===== config.mk =====
export PLATFORM = sky130hd
export DESIGN_NAME = presence_auto_off_fader_flat
export DESIGN_NICKNAME = d
export VERILOG_FILES = /design/src/hw/rtl/paof_pkg.sv /design/src/hw/rtl/paof_if.sv /design/src/hw/rtl/paof_div.sv /design/src/hw/rtl/presence_auto_off_fader.sv /design/src/flat_wrapper.sv
export SDC_FILE = /design/constraint.sdc
export NUM_CORES = 1
export LEC_CHECK = 0
export ABC_AREA = 0
export BUFFER_PORTS_ARGS = -buffer_cell sky130_fd_sc_hd__buf_2
export CORE_UTILIZATION = 50
export DETAILED_ROUTE_END_ITERATION = 7
export MAX_ROUTING_LAYER = met4
export PLACE_DENSITY = 0.71
export SYNTH_ARGS = -nofsm -noshare
export SYNTH_HDL_FRONTEND = slang
export SYNTH_SLANG_ARGS = --single-unit

===== constraint.sdc =====
create_clock -name clk_i -period 9.3 [get_ports clk_i]
set_clock_uncertainty 0.05 [all_clocks]
set_input_delay 1.86 -clock clk_i [delete_from_list [all_inputs] [get_ports clk_i]]
set_output_delay 1.86 -clock clk_i [all_outputs]
set_load 0.01 [all_outputs]

===== src/hw/rtl/paof_pkg.sv =====
package paof_pkg;

  localparam int unsigned CMD_W      = 2;
  localparam int unsigned DIST_W     = 16;
  localparam int unsigned NOW_W      = 32;
  localparam int unsigned LVL_W      = 8;
  localparam int unsigned FADE_W     = 16;
  localparam int unsigned IDLE_W     = 32;
  localparam int unsigned CFG_W      = 32;
  localparam int unsigned CFG_IDX_W  = 2;
  localparam int unsigned PRES_W     = 2;
  localparam int unsigned PHASE_W    = 2;

  localparam int unsigned TIME_BITS_DEF = 32;

  localparam logic [DIST_W-1:0] NEAR_RST = DIST_W'(1000);
  localparam logic [DIST_W-1:0] FAR_RST  = DIST_W'(3000);
  localparam logic [IDLE_W-1:0] IDLE_RST = IDLE_W'(30000);
  localparam logic [FADE_W-1:0] FADE_RST = FADE_W'(2000);

  typedef enum logic [CMD_W-1:0] {
    CMD_DIST = 2'd0,
    CMD_ACT  = 2'd1,
    CMD_TIME = 2'd2
  } cmd_e;

  typedef enum logic [CFG_IDX_W-1:0] {
    CFG_NEAR = 2'd0,
    CFG_FAR  = 2'd1,
    CFG_IDLE = 2'd2,
    CFG_FADE = 2'd3
  } cfg_idx_e;

  typedef enum logic [PHASE_W-1:0] {
    PH_IDLE   = 2'd0,
    PH_ACTIVE = 2'd1,
    PH_FADING = 2'd2,
    PH_OFF    = 2'd3
  } ph_e;

  typedef enum logic [PRES_W-1:0] {
    PR_UNKNOWN = 2'd0,
    PR_NEAR    = 2'd1,
    PR_FAR     = 2'd2
  } pr_e;

  typedef enum logic [3:0] {
    ST_IDLE = 4'b0001,
    ST_MUL  = 4'b0010,
    ST_LOAD = 4'b0100,
    ST_DIV  = 4'b1000
  } st_e;

  typedef struct packed {
    logic              status;
    logic              bright_wr;
    logic [LVL_W-1:0]  bright_val;
    logic              turn_off;
    pr_e               presence;
    ph_e               phase;
  } res_t;

endpackage


===== src/hw/rtl/paof_if.sv =====
interface paof_in_if;
  logic                          valid;
  logic                          ready;
  logic [paof_pkg::CMD_W-1:0]    cmd;
  logic [paof_pkg::DIST_W-1:0]   distance;
  logic [paof_pkg::NOW_W-1:0]    now_ms;
  logic [paof_pkg::LVL_W-1:0]    current_brightness;
  logic                          controller_ready;

  modport source (
    output valid, cmd, distance, now_ms, current_brightness, controller_ready,
    input  ready
  );
  modport sink (
    input  valid, cmd, distance, now_ms, current_brightness, controller_ready,
    output ready
  );
endinterface

interface paof_out_if;
  logic                          valid;
  logic                          ready;
  logic                          status;
  logic                          brightness_write;
  logic [paof_pkg::LVL_W-1:0]    brightness_value;
  logic                          turn_off;
  logic [paof_pkg::PRES_W-1:0]   presence;
  logic [paof_pkg::PHASE_W-1:0]  timer_phase;

  modport source (
    output valid, status, brightness_write, brightness_value, turn_off, presence,
           timer_phase,
    input  ready
  );
  modport sink (
    input  valid, status, brightness_write, brightness_value, turn_off, presence,
           timer_phase,
    output ready
  );
endinterface


===== src/hw/rtl/paof_div.sv =====
module paof_div #(
  parameter int unsigned QW = paof_pkg::LVL_W,
  parameter int unsigned DW = paof_pkg::FADE_W
) (
  input  logic             clk_i,
  input  logic             rst_ni,
  input  logic             start_i,
  input  logic [QW+DW-1:0] num_i,
  input  logic [DW-1:0]    den_i,
  output logic             done_o,
  output logic [QW-1:0]    quo_o
);

  localparam int unsigned CNT_W = (QW > 1) ? $clog2(QW) : 1;
  localparam logic [CNT_W-1:0] CNT_LAST = CNT_W'(QW - 1);

  // The numerator is known to be below den * 2^QW, so the upper part
  // starts out already reduced and QW restoring steps give the quotient.
  logic [DW-1:0]    rem_q, rem_d;
  logic [QW-1:0]    lo_q, quo_q;
  logic [CNT_W-1:0] cnt_q;
  logic             run_q, done_q;
  logic [DW:0]      shifted, trial;
  logic             ge;

  assign shifted = {rem_q, lo_q[QW-1]};
  assign ge      = shifted >= {1'b0, den_i};
  assign trial   = shifted - {1'b0, den_i};
  assign rem_d   = ge ? trial[DW-1:0] : shifted[DW-1:0];

  always_ff @(posedge clk_i or negedge rst_ni) begin
    if (!rst_ni) begin
      run_q  <= 1'b0;
      done_q <= 1'b0;
      cnt_q  <= '0;
    end else begin
      done_q <= 1'b0;
      if (start_i) begin
        run_q <= 1'b1;
        cnt_q <= '0;
      end else if (run_q) begin
        cnt_q <= cnt_q + 1'b1;
        if (cnt_q == CNT_LAST) begin
          run_q  <= 1'b0;
          done_q <= 1'b1;
        end
      end
    end
  end

  always_ff @(posedge clk_i) begin
    if (start_i) begin
      rem_q <= num_i[QW+DW-1:QW];
      lo_q  <= num_i[QW-1:0];
      quo_q <= '0;
    end else if (run_q) begin
      rem_q <= rem_d;
      lo_q  <= {lo_q[QW-2:0], 1'b0};
      quo_q <= {quo_q[QW-2:0], ge};
    end
  end

  assign done_o = done_q;
  assign quo_o  = quo_q;

endmodule


===== src/hw/rtl/presence_auto_off_fader.sv =====
// Presence classifier and auto-off fader for an LED controller.
// Events arrive on the in_i channel (valid/ready); each event yields exactly
// one result on the out_o channel. A distance sample updates the near/far
// class, an activity trigger or a change to near arms the auto-off timer,
// and a time update advances the timeout and the linear fade.
// Configuration registers are written through cfg_we_i/cfg_idx_i/cfg_data_i;
// the user must write them only while the block is idle, which the block
// does not enforce; they take effect at the next event. Most events produce
// their result in the cycle after the transfer. A time update in the middle
// of a fade computes the level with one multiply and a serial divider that
// retires one quotient bit per cycle, passing through the multiply, load and
// divide states before its result is registered. The divider runs eight steps.
// One event is worked on at a time; a new event is taken once the result
// register is empty or is being emptied in the same cycle.
// Reset clears the phase to idle, the presence to unknown, the time stamps
// and fade level to zero and loads the default register values.
// A stalled receiver holds the result; no further event is taken meanwhile.
module presence_auto_off_fader #(
  parameter int unsigned TIME_BITS = paof_pkg::TIME_BITS_DEF
) (
  input  logic                             clk_i,
  input  logic                             rst_ni,
  paof_in_if.sink                          in_i,
  paof_out_if.source                       out_o,
  input  logic                             cfg_we_i,
  input  logic [paof_pkg::CFG_IDX_W-1:0]   cfg_idx_i,
  input  logic [paof_pkg::CFG_W-1:0]       cfg_data_i
);

  localparam int unsigned TB = TIME_BITS;
  localparam int unsigned CW = (TB > paof_pkg::NOW_W) ? TB : paof_pkg::NOW_W;
  localparam int unsigned LW = paof_pkg::LVL_W;
  localparam int unsigned FW = paof_pkg::FADE_W;

  logic [paof_pkg::DIST_W-1:0] near_q, far_q;
  logic [paof_pkg::IDLE_W-1:0] idle_q;
  logic [FW-1:0]               fade_q;

  paof_pkg::ph_e  phase_q, phase_d;
  paof_pkg::pr_e  pres_q, pres_d, pres_new;
  logic [TB-1:0]  act_q, act_d, fst_q, fst_d;
  logic [LW-1:0]  fsl_q, fsl_d;
  paof_pkg::st_e  st_q;

  logic [FW-1:0]    diff_q;
  logic [LW-1:0]    cur_q;
  logic [LW+FW-1:0] prod_q;

  logic            out_valid_q;
  paof_pkg::res_t  res_q, res_ev;

  logic            accept, go_fade, res_load;
  logic [CW-1:0]   now_ext;
  logic [TB-1:0]   now_tb, el_act, el_fade;
  logic            act_to, fade_to;
  logic            div_done;
  logic [LW-1:0]   quo;

  assign in_i.ready = (st_q == paof_pkg::ST_IDLE) && (!out_valid_q || out_o.ready);
  assign accept     = in_i.valid && in_i.ready;

  assign now_ext = CW'(in_i.now_ms);
  assign now_tb  = now_ext[TB-1:0];
  assign el_act  = now_tb - act_q;
  assign el_fade = now_tb - fst_q;
  assign act_to  = CW'(el_act) >= CW'(idle_q);
  assign fade_to = CW'(el_fade) >= CW'(fade_q);

  // A new result is loaded either straight from an event or at the end of a division.
  assign res_load = (accept && !go_fade) || (st_q == paof_pkg::ST_DIV && div_done);

  always_comb begin
    phase_d  = phase_q;
    pres_d   = pres_q;
    pres_new = pres_q;
    act_d    = act_q;
    fst_d    = fst_q;
    fsl_d    = fsl_q;
    go_fade  = 1'b0;
    res_ev   = '0;
    if (!in_i.controller_ready) begin
      res_ev.status = 1'b1;
    end else begin
      case (paof_pkg::cmd_e'(in_i.cmd))
        paof_pkg::CMD_DIST: begin
          // Near is tested first, so crossed thresholds favor near.
          if (in_i.distance < near_q) begin
            pres_new = paof_pkg::PR_NEAR;
          end else if (in_i.distance > far_q) begin
            pres_new = paof_pkg::PR_FAR;
          end
          if (pres_new != pres_q) begin
            pres_d = pres_new;
            if (pres_new == paof_pkg::PR_NEAR) begin
              act_d   = now_tb;
              phase_d = paof_pkg::PH_ACTIVE;
            end
          end
        end
        paof_pkg::CMD_ACT: begin
          act_d   = now_tb;
          phase_d = paof_pkg::PH_ACTIVE;
        end
        paof_pkg::CMD_TIME: begin
          if (phase_q == paof_pkg::PH_ACTIVE) begin
            if (act_to) begin
              phase_d = paof_pkg::PH_FADING;
              fst_d   = now_tb;
              fsl_d   = in_i.current_brightness;
            end
          end else if (phase_q == paof_pkg::PH_FADING) begin
            if (fade_to) begin
              res_ev.turn_off = 1'b1;
              phase_d         = paof_pkg::PH_OFF;
            end else begin
              go_fade = 1'b1;
            end
          end
        end
        default: begin
        end
      endcase
    end
    res_ev.presence = pres_d;
    res_ev.phase    = phase_d;
  end

  always_ff @(posedge clk_i or negedge rst_ni) begin
    if (!rst_ni) begin
      near_q <= paof_pkg::NEAR_RST;
      far_q  <= paof_pkg::FAR_RST;
      idle_q <= paof_pkg::IDLE_RST;
      fade_q <= paof_pkg::FADE_RST;
    end else if (cfg_we_i) begin
      case (paof_pkg::cfg_idx_e'(cfg_idx_i))
        paof_pkg::CFG_NEAR: near_q <= cfg_data_i[paof_pkg::DIST_W-1:0];
        paof_pkg::CFG_FAR:  far_q  <= cfg_data_i[paof_pkg::DIST_W-1:0];
        paof_pkg::CFG_IDLE: idle_q <= cfg_data_i[paof_pkg::IDLE_W-1:0];
        paof_pkg::CFG_FADE: fade_q <= cfg_data_i[FW-1:0];
        default: begin
        end
      endcase
    end
  end

  always_ff @(posedge clk_i or negedge rst_ni) begin
    if (!rst_ni) begin
      phase_q     <= paof_pkg::PH_IDLE;
      pres_q      <= paof_pkg::PR_UNKNOWN;
      act_q       <= '0;
      fst_q       <= '0;
      fsl_q       <= '0;
      st_q        <= paof_pkg::ST_IDLE;
      out_valid_q <= 1'b0;
    end else begin
      if (res_load) begin
        out_valid_q <= 1'b1;
      end else if (out_o.ready) begin
        out_valid_q <= 1'b0;
      end
      case (st_q)
        paof_pkg::ST_IDLE: begin
          if (accept) begin
            phase_q <= phase_d;
            pres_q  <= pres_d;
            act_q   <= act_d;
            fst_q   <= fst_d;
            fsl_q   <= fsl_d;
            if (go_fade) begin
              st_q <= paof_pkg::ST_MUL;
            end
          end
        end
        paof_pkg::ST_MUL:  st_q <= paof_pkg::ST_LOAD;
        paof_pkg::ST_LOAD: st_q <= paof_pkg::ST_DIV;
        paof_pkg::ST_DIV: begin
          if (div_done) begin
            st_q <= paof_pkg::ST_IDLE;
          end
        end
        default: st_q <= paof_pkg::ST_IDLE;
      endcase
    end
  end

  // Fade operands and the result payload.
  always_ff @(posedge clk_i) begin
    if (accept) begin
      res_q  <= res_ev;
      // Below the fade length the elapsed time fits the fade width.
      diff_q <= fade_q - el_fade[FW-1:0];
      cur_q  <= in_i.current_brightness;
    end
    if (st_q == paof_pkg::ST_MUL) begin
      prod_q <= (LW+FW)'(fsl_q) * (LW+FW)'(diff_q);
    end
    if (st_q == paof_pkg::ST_DIV && div_done) begin
      res_q.status     <= 1'b0;
      res_q.turn_off   <= 1'b0;
      res_q.bright_wr  <= (quo != cur_q);
      res_q.bright_val <= (quo != cur_q) ? quo : '0;
      res_q.presence   <= pres_q;
      res_q.phase      <= phase_q;
    end
  end

  paof_div #(
    .QW (LW),
    .DW (FW)
  ) u_div (
    .clk_i   (clk_i),
    .rst_ni  (rst_ni),
    .start_i (st_q == paof_pkg::ST_LOAD),
    .num_i   (prod_q),
    .den_i   (fade_q),
    .done_o  (div_done),
    .quo_o   (quo)
  );

  assign out_o.valid            = out_valid_q;
  assign out_o.status           = res_q.status;
  assign out_o.brightness_write = res_q.bright_wr;
  assign out_o.brightness_value = res_q.bright_val;
  assign out_o.turn_off         = res_q.turn_off;
  assign out_o.presence         = res_q.presence;
  assign out_o.timer_phase      = res_q.phase;

endmodule


===== src/flat_wrapper.sv =====
// flat-port wrapper written by rule: the top's interface ports become plain ports
module presence_auto_off_fader_flat 
#(
  parameter int unsigned TIME_BITS = paof_pkg::TIME_BITS_DEF
)
  (clk_i, rst_ni, cfg_we_i, cfg_idx_i, cfg_data_i, in_i_valid, in_i_cmd, in_i_distance, in_i_now_ms, in_i_current_brightness, in_i_controller_ready, in_i_ready, out_o_valid, out_o_status, out_o_brightness_write, out_o_brightness_value, out_o_turn_off, out_o_presence, out_o_timer_phase, out_o_ready);
  paof_in_if in_i_i ();
  paof_out_if out_o_i ();
  input  logic clk_i;
  input  logic rst_ni;
  input  logic cfg_we_i;
  input  logic [paof_pkg::CFG_IDX_W-1:0] cfg_idx_i;
  input  logic [paof_pkg::CFG_W-1:0] cfg_data_i;
  input wire logic [$bits(in_i_i.valid)-1:0] in_i_valid;
  input wire logic [$bits(in_i_i.cmd)-1:0] in_i_cmd;
  input wire logic [$bits(in_i_i.distance)-1:0] in_i_distance;
  input wire logic [$bits(in_i_i.now_ms)-1:0] in_i_now_ms;
  input wire logic [$bits(in_i_i.current_brightness)-1:0] in_i_current_brightness;
  input wire logic [$bits(in_i_i.controller_ready)-1:0] in_i_controller_ready;
  output wire logic [$bits(in_i_i.ready)-1:0] in_i_ready;
  output wire logic [$bits(out_o_i.valid)-1:0] out_o_valid;
  output wire logic [$bits(out_o_i.status)-1:0] out_o_status;
  output wire logic [$bits(out_o_i.brightness_write)-1:0] out_o_brightness_write;
  output wire logic [$bits(out_o_i.brightness_value)-1:0] out_o_brightness_value;
  output wire logic [$bits(out_o_i.turn_off)-1:0] out_o_turn_off;
  output wire logic [$bits(out_o_i.presence)-1:0] out_o_presence;
  output wire logic [$bits(out_o_i.timer_phase)-1:0] out_o_timer_phase;
  input wire logic [$bits(out_o_i.ready)-1:0] out_o_ready;
  assign in_i_i.valid = in_i_valid;
  assign in_i_i.cmd = in_i_cmd;
  assign in_i_i.distance = in_i_distance;
  assign in_i_i.now_ms = in_i_now_ms;
  assign in_i_i.current_brightness = in_i_current_brightness;
  assign in_i_i.controller_ready = in_i_controller_ready;
  assign in_i_ready = in_i_i.ready;
  assign out_o_valid = out_o_i.valid;
  assign out_o_status = out_o_i.status;
  assign out_o_brightness_write = out_o_i.brightness_write;
  assign out_o_brightness_value = out_o_i.brightness_value;
  assign out_o_turn_off = out_o_i.turn_off;
  assign out_o_presence = out_o_i.presence;
  assign out_o_timer_phase = out_o_i.timer_phase;
  assign out_o_i.ready = out_o_ready;
  presence_auto_off_fader #(.TIME_BITS(TIME_BITS)) u_core (.clk_i(clk_i), .rst_ni(rst_ni), .in_i(in_i_i), .out_o(out_o_i), .cfg_we_i(cfg_we_i), .cfg_idx_i(cfg_idx_i), .cfg_data_i(cfg_data_i));
endmodule

# Word-level counts from Yosys, hierarchy flattened
# Index checks and enable logic that the tools add are counted.
dict set report totals {
  register_bits 261
  latch_bits 0
  ram_bits 0
  rom_bits 0
  inputBits 98
  out_inout_bits 17
  elab_cells 130
  mem_count 0
}
dict set report classes {
  n_addsub 5
  n_mul 1
  div 0
  n_lt_le_gt_ge 5
  n_eq_ne 20
  n_shift 0
  muxes 51
  bitwise 0
  reduce_logical 22
}
# op count
set ops {}
lappend ops {{32-bit 2-to-1 mux} 2}
lappend ops {{32-bit case mux with 2 select lines} 1}
lappend ops {{32-bit subtractor} 2}
lappend ops {{16-bit 2-to-1 mux} 3}
lappend ops {{32-bit by 16-bit greater-or-equal comparator with 1-bit output} 1}
lappend ops {{32-bit greater-or-equal comparator} 1}
lappend ops {{16-bit subtractor} 2}
lappend ops {{14-bit 2-to-1 mux} 2}
lappend ops {{2-bit 2-to-1 mux} 14}
lappend ops {{8-bit by 16-bit multiplier with 24-bit output} 1}
lappend ops {{8-bit 2-to-1 mux} 3}
lappend ops {{1-bit 2-to-1 mux} 19}
lappend ops {{17-bit by 16-bit greater-or-equal comparator with 1-bit output} 1}
lappend ops {{16-bit greater-than comparator} 1}
lappend ops {{16-bit < comparator} 1}
lappend ops {{4-bit case mux with 4 select lines} 1}
lappend ops {{4-bit 2-to-1 mux} 3}
lappend ops {{6-bit AND reduction} 2}
lappend ops {{2-bit AND reduction} 5}
lappend ops {{2-bit by 1-bit equality test with 1-bit output, second input constant} 4}
lappend ops {{2-bit equality test, second input constant} 4}
lappend ops {{2-bit by 1-bit inequality test with 1-bit output, second input constant} 4}
lappend ops {{8-bit inequality test} 1}
lappend ops {{2-bit nonzero test} 4}
lappend ops {{15 further kinds} 22}

# Longest topological paths before layout
# Gate-level depths: netlist of run 1.
dict set report depth {
  ltp_word 12
  depth_mapped 24
  ltp_nobuf 23
}

# Cells and area by module
# From an unflattened synthesis of run 1, not the netlist that was laid out.
dict set report hier_totals {
  hier_cells 2097
  hier_area_um2 20473.4
}
# mod instances cells_each area_per_inst_um2 seq_area_each_um2
set by_module_without_submodules {}
lappend by_module_without_submodules {presence_auto_off_fader 1 1824 17884.7 5934.4}
lappend by_module_without_submodules {paof_div 1 273 2588.7 1006.0}

# Worst setup path after synthesis of run 1
# No wires, ideal clock.
dict set report synth_path {
  kind {input -> register}
  start {in in_i_now_ms[0]}
  end {reg u_core.st_q[1]}
  setup_time_ns 0.082
  arrival_ns 6.372
  t_required_ns 9.168
  path_slack_ns 2.796
  stages 21
  n_path_buf 0
  cell_sequence {inv_1 > ha_1 > inv_1 > fa_1 > a21o_1 > a22oi_1 > nor2b_1 > o21bai_1 > a21oi_1 > nor2b_1 > o21ai_0 > a21oi_1 > ha_1 > a21o_1 > a21oi_1 > o22ai_1 > or4_1 > or4_1 > or4_1 > or4_1 > nor3_2}
}
dict set report synth_via {
  elab_chain_cells 9
}
# item line_no
set synth_lines {}
lappend synth_lines {{start: declaration} flat_wrapper.sv:17} ;# input wire logic [$bits(in_i_i.now_ms)-1:0] in_i_now_ms;
lappend synth_lines {{32-bit subtractor} presence_auto_off_fader.sv:65} ;# assign el_fade = now_tb - fst_q;
lappend synth_lines {{32-bit by 16-bit greater-or-equal comparator with 1-bit output} presence_auto_off_fader.sv:67} ;# assign fade_to = CW'(el_fade) >= CW'(fade_q);
lappend synth_lines {{1-bit 2-to-1 mux} presence_auto_off_fader.sv:112} ;# if (fade_to) begin
lappend synth_lines {{1-bit 2-to-1 mux} presence_auto_off_fader.sv:111} ;# end else if (phase_q == paof_pkg::PH_FADING) begin
lappend synth_lines {{1-bit 2-to-1 mux} presence_auto_off_fader.sv:105} ;# if (phase_q == paof_pkg::PH_ACTIVE) begin
lappend synth_lines {{1-bit 2-to-1 mux} presence_auto_off_fader.sv:84} ;# case (paof_pkg::cmd_e'(in_i.cmd))
lappend synth_lines {{1-bit 2-to-1 mux} presence_auto_off_fader.sv:81} ;# if (!in_i.controller_ready) begin
lappend synth_lines {{2-bit by 1-bit inequality test with 1-bit output (no line)} --}
lappend synth_lines {{3-bit AND reduction (no line)} --}
lappend synth_lines {{end signal: assignment} presence_auto_off_fader.sv:153} ;# st_q <= paof_pkg::ST_IDLE;
lappend synth_lines {{end signal: assignment} presence_auto_off_fader.sv:170} ;# st_q <= paof_pkg::ST_MUL;
lappend synth_lines {{end signal: assignment} presence_auto_off_fader.sv:174} ;# paof_pkg::ST_MUL: st_q <= paof_pkg::ST_LOAD;
lappend synth_lines {{end: declaration} presence_auto_off_fader.sv:43} ;# paof_pkg::st_e st_q;
# No other way between the ends.
# A chain may end at the register's enable or synchronous reset.

# Worst setup path after layout of run 1
dict set report layout_path {
  start {in in_i_now_ms[6]}
  end {reg u_core.fst_q[4]}
}
dict set report layout_via {
  elab_chain_cells 3
}
# item line_no
set layout_lines {}
lappend layout_lines {{32-bit subtractor} presence_auto_off_fader.sv:64} ;# assign el_act = now_tb - act_q;
lappend layout_lines {{32-bit greater-or-equal comparator} presence_auto_off_fader.sv:66} ;# assign act_to = CW'(el_act) >= CW'(idle_q);
lappend layout_lines {{6-bit AND reduction (no line)} --}
lappend layout_lines {{end signal: assignment} presence_auto_off_fader.sv:167} ;# fst_q <= fst_d;
lappend layout_lines {{end: declaration} presence_auto_off_fader.sv:41} ;# logic [TB-1:0] act_q, act_d, fst_q, fst_d;
# No other way between the ends.

==> impl_summary.log, run 1 <==
[metrics] number of enable-type register cells in the synthesized netlist: between 80 and 90
[metrics] library cell with the largest summed area after synthesis: sky130_fd_sc_hd__dfrtp_1
[metrics] setup slack of the worst register-to-register path: 2.93 ns
[metrics] cell at the root of the clock tree: sky130_fd_sc_hd__clkbuf_16
[metrics] core outline area: 40,200 µm²
[metrics] largest net degree at the start of global routing: 105
[metrics] Min-Delay Path Class: flop to flop
[metrics] number of cells upsized or downsized after cts: 0
[metrics] minimum clock period after layout: 7.40 ns
[metrics] area enclosed by the die boundary: 42,000 µm²
[metrics] number of instances in the placed design: ~2,700
[metrics] clock latency on the worst-skew pair: 0.58 ns
[metrics] Max IR drop VDD: 0.189 mV
[metrics] worst max-slew margin expressed relative to the limit: 0.277
[metrics] post-route DRC violation count: 0
[metrics] number of search-and-repair iterations in the first detailed-routing pass: 5
[metrics] type of element launching the critical path: primary input
[metrics] WL per Instance: 17.7 µm
[metrics] syn_nets: 2,507
[metrics] top cells by area in the synthesized netlist: sky130_fd_sc_hd__dfrtp_1 (17%), sky130_fd_sc_hd__ha_1 (13%), sky130_fd_sc_hd__edfxtp_1 (12%)
[metrics] Die Y-Extent: 205 µm
[metrics] weighted congestion reported at the end of routability-driven placement: 0.927
[metrics] Setup Buffers After CTS: 0
[metrics] die width: between 200 and 250 µm
[metrics] non-filler instance count after layout: 2,765
[metrics] # Max-Cap Violations: 0
[metrics] Worst Setup SP: in_i_now_ms[6]
[metrics] clock tree sinks: 261
[metrics] Final ANT Viol Nets: 0
[metrics] Static Leakage: 10.8 nW
[metrics] commonest cells in the synthesized netlist: sky130_fd_sc_hd__inv_1 (276), sky130_fd_sc_hd__ha_1 (218), sky130_fd_sc_hd__nand2_1 (178), sky130_fd_sc_hd__dfrtp_1 (139), sky130_fd_sc_hd__mux2_2 (138)
[metrics] IO Port Bufs: around 110
[metrics] post-synthesis cell type count: 76
[metrics] number of buffers created by CTS: 30
[metrics] power after layout: ~6 mW
[metrics] effective utilization at floorplan: 0.513
[metrics] fin nets: between 2,000 and 3,000
[metrics] number of buffers inserted for hold repair after clock tree synthesis: 0
[metrics] share of synthesized area occupied by flip-flops and latches: 0.337
[metrics] Yosys warnings: 0
[metrics] # setup viols final: 0
[metrics] global-route wire length before repair: 80,700 µm
[metrics] max-slew violation count: 0
[metrics] number of instances in the synthesized netlist: 2,103
[metrics] Worst-Margin Slew: 1.08 ns
[metrics] antenna violations before repair: 0
[metrics] Hold Violations, Final: 0
[metrics] area of all sequential standard cells: about 6900 µm²
[metrics] last element of the critical path: u_core.fst_q[4]$_DFFE_PN0P_
[metrics] number of I/O pins: 115
[metrics] H-tree depth: 1
[metrics] total length of routed wires: 48,900 µm
[metrics] max frequency: about 0.14 GHz
[metrics] diodes inserted: 0
[metrics] area delta synth->final: 10.5%
[metrics] detailed router's first-iteration violation count: 962
[metrics] detailed placement HPWL: ~38,000 µm
[metrics] global-route usage over all layers: 0.247
[metrics] Longest Clk Path Bufs: 3
[metrics] area share of the largest cell type after synthesis: 0.169
[metrics] total grt overflow: 0
[metrics] Final Cycle Share: 0.795
[metrics] area of the mapped netlist: 20,600 µm²
[metrics] status: finished clean
[metrics] share of flip-flops with an asynchronous set or reset: 0.636
[metrics] share of final-layout standard cells stronger than drive strength 1: 0.160
[metrics] total via count in the routed design: 15,400
[metrics] post-synthesis area per instance: 9.80 µm²
[metrics] unrepaired setup endpoints after global routing: false
[metrics] clock tree from TritonCTS: yes
[metrics] arrival time reported for the critical path endpoint: 7.80 ns
[metrics] highest net fanout along the worst path: 21
[metrics] crit path kind: primary input to flop
[metrics] final-layout fill cell count: 3,535
[metrics] fin util: 0.567
[metrics] PD cells: 260 nW/µm²
[metrics] number of rows created at floorplan: 73
[metrics] via density per instance: 5.58
[metrics] Main synth FF type: sky130_fd_sc_hd__dfrtp_1
[metrics] register bit total from synthesis: 261
[metrics] number of global-route vias before repair: 15,800
[metrics] clock-pin slew of the registers on the worst-case setup and hold paths: 0.06 ns
[metrics] most used standard cell by instance count after synthesis: sky130_fd_sc_hd__inv_1
[metrics] setup TNS: 0 ns
[metrics] R2R depth: 20
[metrics] reg-to-reg endpoint: u_core.fst_q[4]$_DFFE_PN0P_
[metrics] launching point of the worst reg2reg path: u_core.act_q[1]$_DFFE_PN0P_
[metrics] data required time of the worst path: 9.70 ns
[metrics] area used by multi-input combinational logic: 12,500 µm²
[metrics] Critical Path End Type: flop
[critical path, cell delays in order]
cell and delay (ns):
sky130_fd_sc_hd__buf_2 0.12, sky130_fd_sc_hd__ha_1 0.34, sky130_fd_sc_hd__a21oi_1 0.31, sky130_fd_sc_hd__nand2_1 0.12, sky130_fd_sc_hd__o211ai_1 0.30, sky130_fd_sc_hd__o22ai_1 0.19
sky130_fd_sc_hd__a31oi_1 0.34, sky130_fd_sc_hd__a21oi_1 0.22, sky130_fd_sc_hd__a221oi_1 0.69, sky130_fd_sc_hd__o2111ai_1 0.20, sky130_fd_sc_hd__a21oi_1 0.20, sky130_fd_sc_hd__xnor2_1 0.11
sky130_fd_sc_hd__ha_1 0.32, sky130_fd_sc_hd__nand4_1 0.09, sky130_fd_sc_hd__a2111o_1 0.34, sky130_fd_sc_hd__o21ai_0 0.43, sky130_fd_sc_hd__nand3_1 0.20, sky130_fd_sc_hd__nor2_4 0.61
sky130_fd_sc_hd__buf_4 0.41, sky130_fd_sc_hd__mux2_2 0.37
[area by class of cell]
class                   count  area share
clock buffers              42      0.0390
flip-flops and latches    261       0.305
multi-input cells        1521       0.548
well taps                 525      0.0288
clock inverters            14     0.00500
repair buffers            125      0.0290
inverters                 277      0.0457
[per-stage QoR]
stage | hold slack [ns] | instance area, µm² | setup WS [ns]
floorplan | 0.404 | 20600 | 2.80
global placement | 0.426 | 21800 | 1.59
detailed placement | 0.433 | 21800 | 1.45
CTS | 0.442 | 22800 | 2.04
global route | 0.461 | 22800 | 1.56
finish | 0.454 | 22800 | 1.90
[cell families after synthesis]
kind of cell	after synthesis	share of synthesized area
flip-flops	261	0.337
AO/OA/AOI/OAI	403	0.126
buffers and inverters	321	0.0588
XOR/XNOR	102	0.0434
AND/OR/NAND/NOR	547	0.130
multiplexers	163	0.0878
adder cells (fa/ha/maj)	306	0.218
[layout by cell type (no fill, tap or decap), drive strengths merged, types with 27 or more instances in the layout]
| cell type | count |
|---|---|
| inv | 278 |
| ha | 218 |
| nand2 | 178 |
| dfrtp | 139 |
| mux2 | 139 |
| a21oi | 127 |
| buf | 125 |
| nor2 | 115 |
| fa | 88 |
| o21ai | 86 |
| edfxtp | 85 |
| and2 | 74 |
| xnor2 | 68 |
| a21o | 58 |
| clkbuf | 42 |
| xor2 | 34 |
| nand3 | 32 |
| dfstp | 27 |
[registers in the layout, indices dropped and copies added, names as in the netlist, 4 cells and up]
register                       cells
u_core.prod_q                     24
u_core.u_div.quo_o                 8
u_core.fst_q                      32
u_core.st_q                        4
u_core.far_q                      16
u_core.idle_q                     32
u_core.u_div.lo_q                  8
u_core.cur_q                       8
u_core.fade_q                     16
u_core.near_q                     16
u_core.diff_q                     16
u_core.fsl_q                       8
u_core.u_div.rem_q                16
u_core.out_o.brightness_value      8
u_core.act_q                      32
[how the worst min path moves through the flow]
stage / startpoint / endpoint / slack (ns) / cells after the start
floorplan: u_core.act_q[0]$_DFFE_PN0P_ / u_core.act_q[0]$_DFFE_PN0P_ / 0.40 / 2
global placement: u_core.act_q[0]$_DFFE_PN0P_ / u_core.act_q[0]$_DFFE_PN0P_ / 0.43 / 2
detailed placement: u_core.out_o.turn_off$_SDFFE_PP0P_ / u_core.out_o.turn_off$_SDFFE_PP0P_ / 0.43 / 2
CTS: u_core.out_o.turn_off$_SDFFE_PP0P_ / u_core.out_o.turn_off$_SDFFE_PP0P_ / 0.44 / 2
global route: u_core.act_q[2]$_DFFE_PN0P_ / u_core.act_q[2]$_DFFE_PN0P_ / 0.46 / 1
finish: u_core.act_q[15]$_DFFE_PN0P_ / u_core.act_q[15]$_DFFE_PN0P_ / 0.45 / 1
[report_power, final]
group          switching (mW)  total, mW  leakage, nW  internal [mW]
Combinational            1.71       3.04         7.47           1.33
Sequential              0.212       1.69         2.87           1.48
Clock                   0.489       1.18        0.495          0.693
Total                    2.41       5.92         10.8           3.51
[layer usage]
| metal | vias up | part of all wire | GRT usage |
|---|---|---|---|
| li1 | 7469 | - | - |
| met3 | 58 | 0.045 | 0.0216 |
| met1 | 7546 | 0.47 | 0.344 |
| met5 | - | 0 | - |
| met4 | 0 | 0.020 | 0.0598 |
| met2 | 366 | 0.46 | 0.389 |
No activity file was read; power rests on OpenSTA's default activity.
==> run 2, diff against run 1 <==
Settings changed: PLACE_DENSITY 0.71 to 0.74.
Clock period 9.3 ns to 6.4 ns, I/O delays scaled along.
==> impl_summary.log, run 2 (synthesis gave the netlist of run 1 again) <==
[metrics] status: finished clean
[metrics] antenna violations before repair: 1 (+1)
[metrics] type of element launching the critical path: primary input
[metrics] Min-Delay Path Class: flop to flop
[metrics] Static Leakage: 11.1 nW (+2.5%)
[metrics] Cells on Worst Hold Path: 2 (+1)
[metrics] commonest non-fill, non-tap cells in the layout: sky130_fd_sc_hd__inv_1 (276), sky130_fd_sc_hd__ha_1 (218), sky130_fd_sc_hd__nand2_1 (178), sky130_fd_sc_hd__dfrtp_1 (139), sky130_fd_sc_hd__mux2_2 (138)
[metrics] effective utilization at floorplan: 0.513 (unchanged)
[metrics] global-route usage over all layers: 0.247 (+0.000621)
[metrics] worst max-slew margin expressed relative to the limit: 0.142 (-0.135)
[metrics] # Max-Cap Violations: 0 (unchanged)
[metrics] arrival time reported for the critical path endpoint: 6.51 ns (-1.29 ns)
[metrics] final instance area: 23,200 µm² (+2.0%)
[metrics] final-layout fill cell count: 3,466 (-2.0%)
[metrics] detailed router's first-iteration violation count: 922 (-4.2%)
[metrics] launching point of the worst reg2reg path: u_core.fsl_q[4]$_DFFE_PN0P_
[metrics] highest net fanout along the worst path: 6 (-71%)
[metrics] top flop regs: u_core.act_q: 32 flops, u_core.fst_q: 32 flops, u_core.idle_q: 32 flops
[metrics] H-tree depth: 1 (unchanged)
[metrics] detailed placement HPWL: 38,700 µm (+0.72%)
[metrics] max frequency: ~0.16 GHz
[metrics] fin nets: 2,680 (+2.3%)
[metrics] start point of the worst min-delay path: u_core.act_q[0]$_DFFE_PN0P_
[metrics] Max IR drop VDD: 0.273 mV (+44%)
[metrics] clock tree from TritonCTS: yes
[metrics] number of rows created at floorplan: 73 (unchanged)
[metrics] number of cells upsized or downsized after cts: 0 (unchanged)
[metrics] IO Port Bufs: 114 (unchanged)
[metrics] max-slew violation count: 0 (unchanged)
[metrics] post-route DRC violation count: 0 (unchanged)
[metrics] global-route wire length before repair: 80,800 µm (about the same)
[metrics] total length of routed wires: 49,200 µm (+0.62%)
[metrics] Worst-Margin Slew: 1.29 ns (+0.205 ns)
[metrics] core outline area: 40,200 µm² (unchanged)
[metrics] number of buffers inserted for hold repair after clock tree synthesis: 0 (unchanged)
[metrics] # setup viols final: 0 (unchanged)
[metrics] Hold Violations, Final: 0 (unchanged)
[metrics] largest net degree at the start of global routing: 61 (-42%)
[metrics] Worst Setup SP: in_i_now_ms[0]
[metrics] weighted congestion reported at the end of routability-driven placement: 0.903 (-2.5%)
[metrics] Setup Buffers After CTS: 0 (unchanged)
[metrics] number of I/O pins: 115 (unchanged)
[metrics] area enclosed by the die boundary: 42,000 µm² (unchanged)
[metrics] clock-pin slew of the registers on the worst-case setup and hold paths: 0.06 ns (about the same)
[metrics] Endpoint, Worst Hold: u_core.act_q[0]$_DFFE_PN0P_
[metrics] number of search-and-repair iterations in the first detailed-routing pass: 5 (unchanged)
[metrics] post-route setup slack: 0.326 ns (-1.58 ns)
[metrics] Longest Clk Path Bufs: 3 (unchanged)
[metrics] Final ANT Viol Nets: 0 (unchanged)
[metrics] R2R depth: 18 (-10%)
[metrics] crit path kind: primary input to flop
[metrics] unrepaired setup endpoints after global routing: false
[metrics] cell at the root of the clock tree: sky130_fd_sc_hd__clkbuf_16
[metrics] most common cell after layout, fill and taps aside: sky130_fd_sc_hd__inv_1
[metrics] Final Cycle Share: 0.949
[metrics] WL per Instance: 17.4 µm (-1.5%)
[metrics] Critical Path End Type: flop
[metrics] die width: 205 µm (unchanged)
[metrics] area of all sequential standard cells: 6940 µm² (unchanged)
[metrics] reg-to-reg endpoint: u_core.prod_q[22]$_DFFE_PN_
[metrics] pre-CTS setup slack: -0.303 ns (-1.75 ns)
[metrics] share of final-layout standard cells stronger than drive strength 1: 0.180 (+0.0202)
[metrics] global routing's busiest layer: met2
[metrics] via density per instance: 5.58 (-0.15%)
[metrics] GRT met1 Usage: 0.334 (-0.0105)
[metrics] global-route track usage on met3: 0.0275 (+0.00589)
[metrics] PD cells: 375 nW/µm² (+44%)
[metrics] area used by multi-input combinational logic: 12,500 µm² (+0.12%)
[metrics] area delta synth->final: 12.8%
[metrics] clock latency on the worst-skew pair: 0.57 ns (about the same)
[metrics] post-detailed-placement cell area: 22,200 µm² (+2.0%)
[metrics] data required time of the worst path: 6.83 ns (-2.87 ns)
[metrics] total via count in the routed design: 15,800 (+2.1%)
[metrics] number of buffers created by CTS: 30 (unchanged)
[metrics] total grt overflow: 0 (unchanged)
[metrics] setup slack of the worst register-to-register path: 0.65 ns (-2.28 ns)
[metrics] number of global-route vias before repair: 16,100 (+2.0%)
[metrics] minimum clock period after layout: 6.07 ns
[metrics] setup TNS: 0 ns (unchanged)
[metrics] Die Y-Extent: 205 µm (unchanged)
[metrics] clock tree sinks: 261 (unchanged)
[metrics] met2 Track Usage GR: 0.389 (+0.000603)
run 2: changes by cell type in the layout (fill, tap and decap cells not counted):
cell                         before  now
sky130_fd_sc_hd__clkbuf_1         4    6
sky130_fd_sc_hd__a21oi_2          1    2
sky130_fd_sc_hd__clkinv_1         2    5
sky130_fd_sc_hd__clkinv_4         4    1
sky130_fd_sc_hd__diode_2          0    1
sky130_fd_sc_hd__inv_6            1    0
sky130_fd_sc_hd__nor2_4           1    2
sky130_fd_sc_hd__clkinvlp_4       1    4
sky130_fd_sc_hd__buf_4           11   70
sky130_fd_sc_hd__bufinv_16        1    2
sky130_fd_sc_hd__a21oi_1        126  125
sky130_fd_sc_hd__clkbuf_8         7    6
sky130_fd_sc_hd__clkinv_2         5    1
run 2: power by group:
| group | internal (mW) | total (mW) | leakage [nW] | switching [mW] |
|---|---|---|---|---|
| combinational | 2.06 | 4.53 | 7.76 | 2.47 |
| clock | 1.03 | 1.73 | 0.477 | 0.696 |
| sequential | 2.15 | 2.45 | 2.87 | 0.302 |
| total | 5.24 | 8.71 | 11.1 | 3.47 |
run 2: cell type report:
cell class              instances  area share
well taps                     525      0.0283
clock buffers                  43      0.0379
clock inverters                13     0.00528
inverters                     277      0.0447
multi-input cells            1522       0.538
flip-flops and latches        261       0.299
repair buffers                184      0.0474
diodes                          1    0.000108
run 2: critical path, stage by stage:
cell,delay [ns]
sky130_fd_sc_hd__buf_2,0.10
sky130_fd_sc_hd__inv_1,0.07
sky130_fd_sc_hd__buf_4,0.11
sky130_fd_sc_hd__ha_1,0.15
sky130_fd_sc_hd__inv_1,0.05
sky130_fd_sc_hd__fa_1,0.40
sky130_fd_sc_hd__a21o_1,0.19
sky130_fd_sc_hd__a22oi_1,0.22
sky130_fd_sc_hd__buf_4,0.16
sky130_fd_sc_hd__o221ai_1,0.15
sky130_fd_sc_hd__o21ai_0,0.19
sky130_fd_sc_hd__nand2b_1,0.09
sky130_fd_sc_hd__xor2_1,0.24
sky130_fd_sc_hd__ha_1,0.35
sky130_fd_sc_hd__nand4_1,0.23
sky130_fd_sc_hd__a211oi_1,0.09
sky130_fd_sc_hd__o41ai_1,0.07
sky130_fd_sc_hd__a21oi_1,0.16
sky130_fd_sc_hd__or4_1,0.54
sky130_fd_sc_hd__or4_1,0.50
sky130_fd_sc_hd__or4_1,0.41
sky130_fd_sc_hd__or4_1,0.56
sky130_fd_sc_hd__nor3_2,0.17
run 2: metrics by stage:
step,util,hold slack (ns),power [mW],instances
4_1_cts,0.578,0.447,8.74,2824
3_5_place_dp,0.553,0.436,6.94,2768
6_report,0.578,0.447,8.71,2826
3_3_place_gp,0.553,0.423,6.82,2768
5_1_grt,0.578,0.469,9.43,2826
2_1_floorplan,-,0.404,5.69,2103
run 2: worst max path at each step:
stage	endpoint	slack, ns
6_report	u_core.st_q[1]$_DFFE_PN0P_	0.33
2_1_floorplan	u_core.st_q[1]$_DFFE_PN0P_	0.48
3_3_place_gp	u_core.fst_q[0]$_DFFE_PN0P_	-0.24
3_5_place_dp	u_core.fst_q[1]$_DFFE_PN0P_	-0.30
4_1_cts	u_core.fst_q[11]$_DFFE_PN0P_	0.25
5_1_grt	u_core.st_q[1]$_DFFE_PN0P_	0.07
run 2: routing by layer:
metal / vias to the layer above / part of all wire
met5: - / 0
met4: 0 / 0.032
li1: 7611 / -
met3: 89 / 0.043
met1: 7701 / 0.47
met2: 355 / 0.46
==> run 3, diff against run 2 <==
Settings changed: PLACE_DENSITY 0.74 to default, PLACE_DENSITY_LB_ADDON from default to 0.25.
==> impl_summary.log, run 3 (synthesis gave the netlist of run 1 again) <==
[metrics] Final Cycle Share: 0.913 (-0.0364)
[metrics] total length of routed wires: 48,500 µm (-1.5%)
[metrics] highest net fanout along the worst path: 5 (-1)
[metrics] effective utilization at floorplan: 0.513 (unchanged)
[metrics] Critical Path End Type: flop
[metrics] final-layout fill cell count: 3,532 (+1.9%)
[metrics] status: finished clean
[metrics] IO Port Bufs: 114 (unchanged)
[metrics] Longest Clk Path Bufs: 3 (unchanged)
[metrics] number of search-and-repair iterations in the first detailed-routing pass: 8 (+3)
[metrics] type of element launching the critical path: primary input
[metrics] Die Y-Extent: 205 µm (unchanged)
[metrics] Final ANT Viol Nets: 0 (unchanged)
[metrics] share of final-layout standard cells stronger than drive strength 1: 0.167 (-0.0139)
[metrics] top flop regs: u_core.act_q: 32 flops, u_core.fst_q: 32 flops, u_core.idle_q: 32 flops
[metrics] H-tree depth: 1 (unchanged)
[metrics] detailed router's first-iteration violation count: 863 (-6.4%)
[metrics] # setup viols final: 0 (unchanged)
[metrics] worst max-slew margin expressed relative to the limit: 0.267 (+0.125)
[metrics] clock-pin slew of the registers on the worst-case setup and hold paths: 0.06 ns (about the same)
[metrics] start point of the worst min-delay path: u_core.out_o.turn_off$_SDFFE_PP0P_
[metrics] Cells on Worst Hold Path: 2 (unchanged)
[metrics] number of global-route vias before repair: 15,600 (-3.2%)
[metrics] max-slew violation count: 0 (unchanged)
[metrics] Worst Setup SP: in_i_now_ms[0]
[metrics] fin util: 0.570 (-0.00775)
[metrics] area delta synth->final: 11.3%
[metrics] WL per Instance: 17.4 µm (+0.20%)
[metrics] number of I/O pins: 115 (unchanged)
[metrics] weighted congestion reported at the end of routability-driven placement: 0.931 (+3.0%)
[metrics] PD cells: 377 nW/µm² (+0.52%)
[metrics] post-route worst hold slack: 0.440 ns (-0.00615 ns)
[metrics] Setup Buffers After CTS: 0 (unchanged)
[metrics] arrival time reported for the critical path endpoint: 6.27 ns (-0.24 ns)
[metrics] clock tree sinks: 261 (unchanged)
[metrics] unrepaired setup endpoints after global routing: false
[metrics] Min-Delay Path Class: flop to flop
[metrics] post-route DRC violation count: 0 (unchanged)
[metrics] Worst-Margin Slew: 1.10 ns (-0.188 ns)
[metrics] core outline area: 40,200 µm² (unchanged)
[metrics] minimum clock period after layout: 5.84 ns (-0.233 ns)
[metrics] setup TNS: 0 ns (unchanged)
[metrics] antenna violations before repair: 1 (unchanged)
[metrics] cell at the root of the clock tree: sky130_fd_sc_hd__clkbuf_16
[metrics] detailed placement HPWL: 38,100 µm (-1.4%)
[metrics] data required time of the worst path: 6.83 ns (about the same)
[metrics] fin nets: 2,632 (-1.8%)
[metrics] total via count in the routed design: 15,400 (-2.5%)
[metrics] global-route wire length before repair: 79,300 µm (-1.9%)
[metrics] Static Leakage: 10.9 nW (-1.7%)
[metrics] number of buffers inserted for hold repair after clock tree synthesis: 0 (unchanged)
[metrics] Hold Violations, Final: 0 (unchanged)
[metrics] die width: 205 µm (unchanged)
[metrics] pre-CTS setup slack: 0.0293 ns (+0.332 ns)
[metrics] number of buffers created by CTS: 30 (unchanged)
[metrics] # Max-Cap Violations: 0 (unchanged)
[metrics] via density per instance: 5.53 (-0.81%)
[metrics] number of cells upsized or downsized after cts: 0 (unchanged)
[metrics] total grt overflow: 0 (unchanged)
[metrics] crit path kind: primary input to flop
[metrics] largest net degree at the start of global routing: 61 (unchanged)
[metrics] clock latency on the worst-skew pair: 0.57 ns (about the same)
[metrics] launching point of the worst reg2reg path: u_core.fsl_q[5]$_DFFE_PN0P_
[metrics] number of rows created at floorplan: 73 (unchanged)
[metrics] post-route setup slack: 0.559 ns (+0.233 ns)
[metrics] global-route usage over all layers: 0.243 (-0.00455)
[metrics] commonest non-fill, non-tap cells in the layout: sky130_fd_sc_hd__inv_1 (276), sky130_fd_sc_hd__ha_1 (218), sky130_fd_sc_hd__nand2_1 (178), sky130_fd_sc_hd__dfrtp_1 (139), sky130_fd_sc_hd__mux2_2 (138)
[metrics] R2R depth: 16 (-2)
[metrics] most common cell after layout, fill and taps aside: sky130_fd_sc_hd__inv_1
[metrics] area enclosed by the die boundary: 42,000 µm² (unchanged)
[metrics] Max IR drop VDD: 0.267 mV (-2.1%)
[metrics] clock tree from TritonCTS: yes
[metrics] max frequency: 0.171 GHz (+4.0%)
[metrics] power after layout: 8.64 mW (-0.82%)
## run 3: changes by cell type in the layout (fill, tap and decap cells not counted), moves of 2 or more
cell                        change
sky130_fd_sc_hd__clkinv_2       +4
sky130_fd_sc_hd__clkinv_1       -5
sky130_fd_sc_hd__clkbuf_16      +2
sky130_fd_sc_hd__buf_4         -48
sky130_fd_sc_hd__clkbuf_1       -2
## run 3: per-layer routing
| metal | vias to the layer above | track usage | wire length [µm] |
|---|---|---|---|
| li1 | 7487 | - | - |
| met1 | 7439 | 0.330 | 22900 |
| met2 | 356 | 0.380 | 21900 |
| met3 | 81 | 0.0345 | 2310 |
| met4 | 0 | 0.0638 | 1320 |
| met5 | - | - | 0 |
## run 3: path summary, 6_finish.rpt
check	endpoint	slack, ns
hold reg to reg	u_core.out_o.turn_off$_SDFFE_PP0P_	0.44
setup / recovery	u_core.st_q[1]$_DFFE_PN0P_	0.56
hold / removal	u_core.out_o.turn_off$_SDFFE_PP0P_	0.44
setup reg to reg	u_core.prod_q[23]$_DFFE_PN_	0.57
max in group asynchronous	u_core.fade_q[0]$_DFFE_PN0P_	4.54
min in group asynchronous	u_core.idle_q[19]$_DFFE_PN0P_	0.60
## run 3: worst max-delay path: stages
cell and delay [ns]:
sky130_fd_sc_hd__buf_2 0.10, sky130_fd_sc_hd__inv_1 0.09, sky130_fd_sc_hd__ha_1 0.18, sky130_fd_sc_hd__inv_1 0.06, sky130_fd_sc_hd__fa_1 0.39, sky130_fd_sc_hd__a21o_1 0.19
sky130_fd_sc_hd__a22oi_1 0.19, sky130_fd_sc_hd__nor2b_1 0.21, sky130_fd_sc_hd__o21bai_1 0.08, sky130_fd_sc_hd__a21oi_1 0.20, sky130_fd_sc_hd__nor2b_1 0.06, sky130_fd_sc_hd__o21ai_0 0.15
sky130_fd_sc_hd__a21oi_1 0.11, sky130_fd_sc_hd__ha_1 0.35, sky130_fd_sc_hd__a21o_1 0.18, sky130_fd_sc_hd__a21oi_1 0.22, sky130_fd_sc_hd__o22ai_1 0.11, sky130_fd_sc_hd__or4_1 0.51
sky130_fd_sc_hd__or4_1 0.49, sky130_fd_sc_hd__or4_1 0.40, sky130_fd_sc_hd__or4_1 0.51, sky130_fd_sc_hd__nor3_2 0.16
## run 3: layout make-up
class / count / area (µm²) / area share
Multi-Input combinational cell: 1521 / 12500 / 0.545
Sequential cell: 261 / 6940 / 0.303
Inverter: 277 / 1040 / 0.0454
Clock buffer: 44 / 937 / 0.0409
Timing Repair Buffer: 137 / 762 / 0.0332
Tap cell: 525 / 657 / 0.0287
Clock inverter: 12 / 100 / 0.00437
Antenna cell: 1 / 2.50 / 0.000109
## run 3: stage by stage
stage	area, µm²	instances
floorplan	20600	2103
global placement	21900	2721
detailed placement	21900	2721
CTS	22900	2777
global route	22900	2778
finish	22900	2778
## run 3: power breakdown
group	internal, mW	switching, mW
Combinational	1.96	2.46
Sequential	2.15	0.302
Clock	1.05	0.706
Total	5.16	3.47
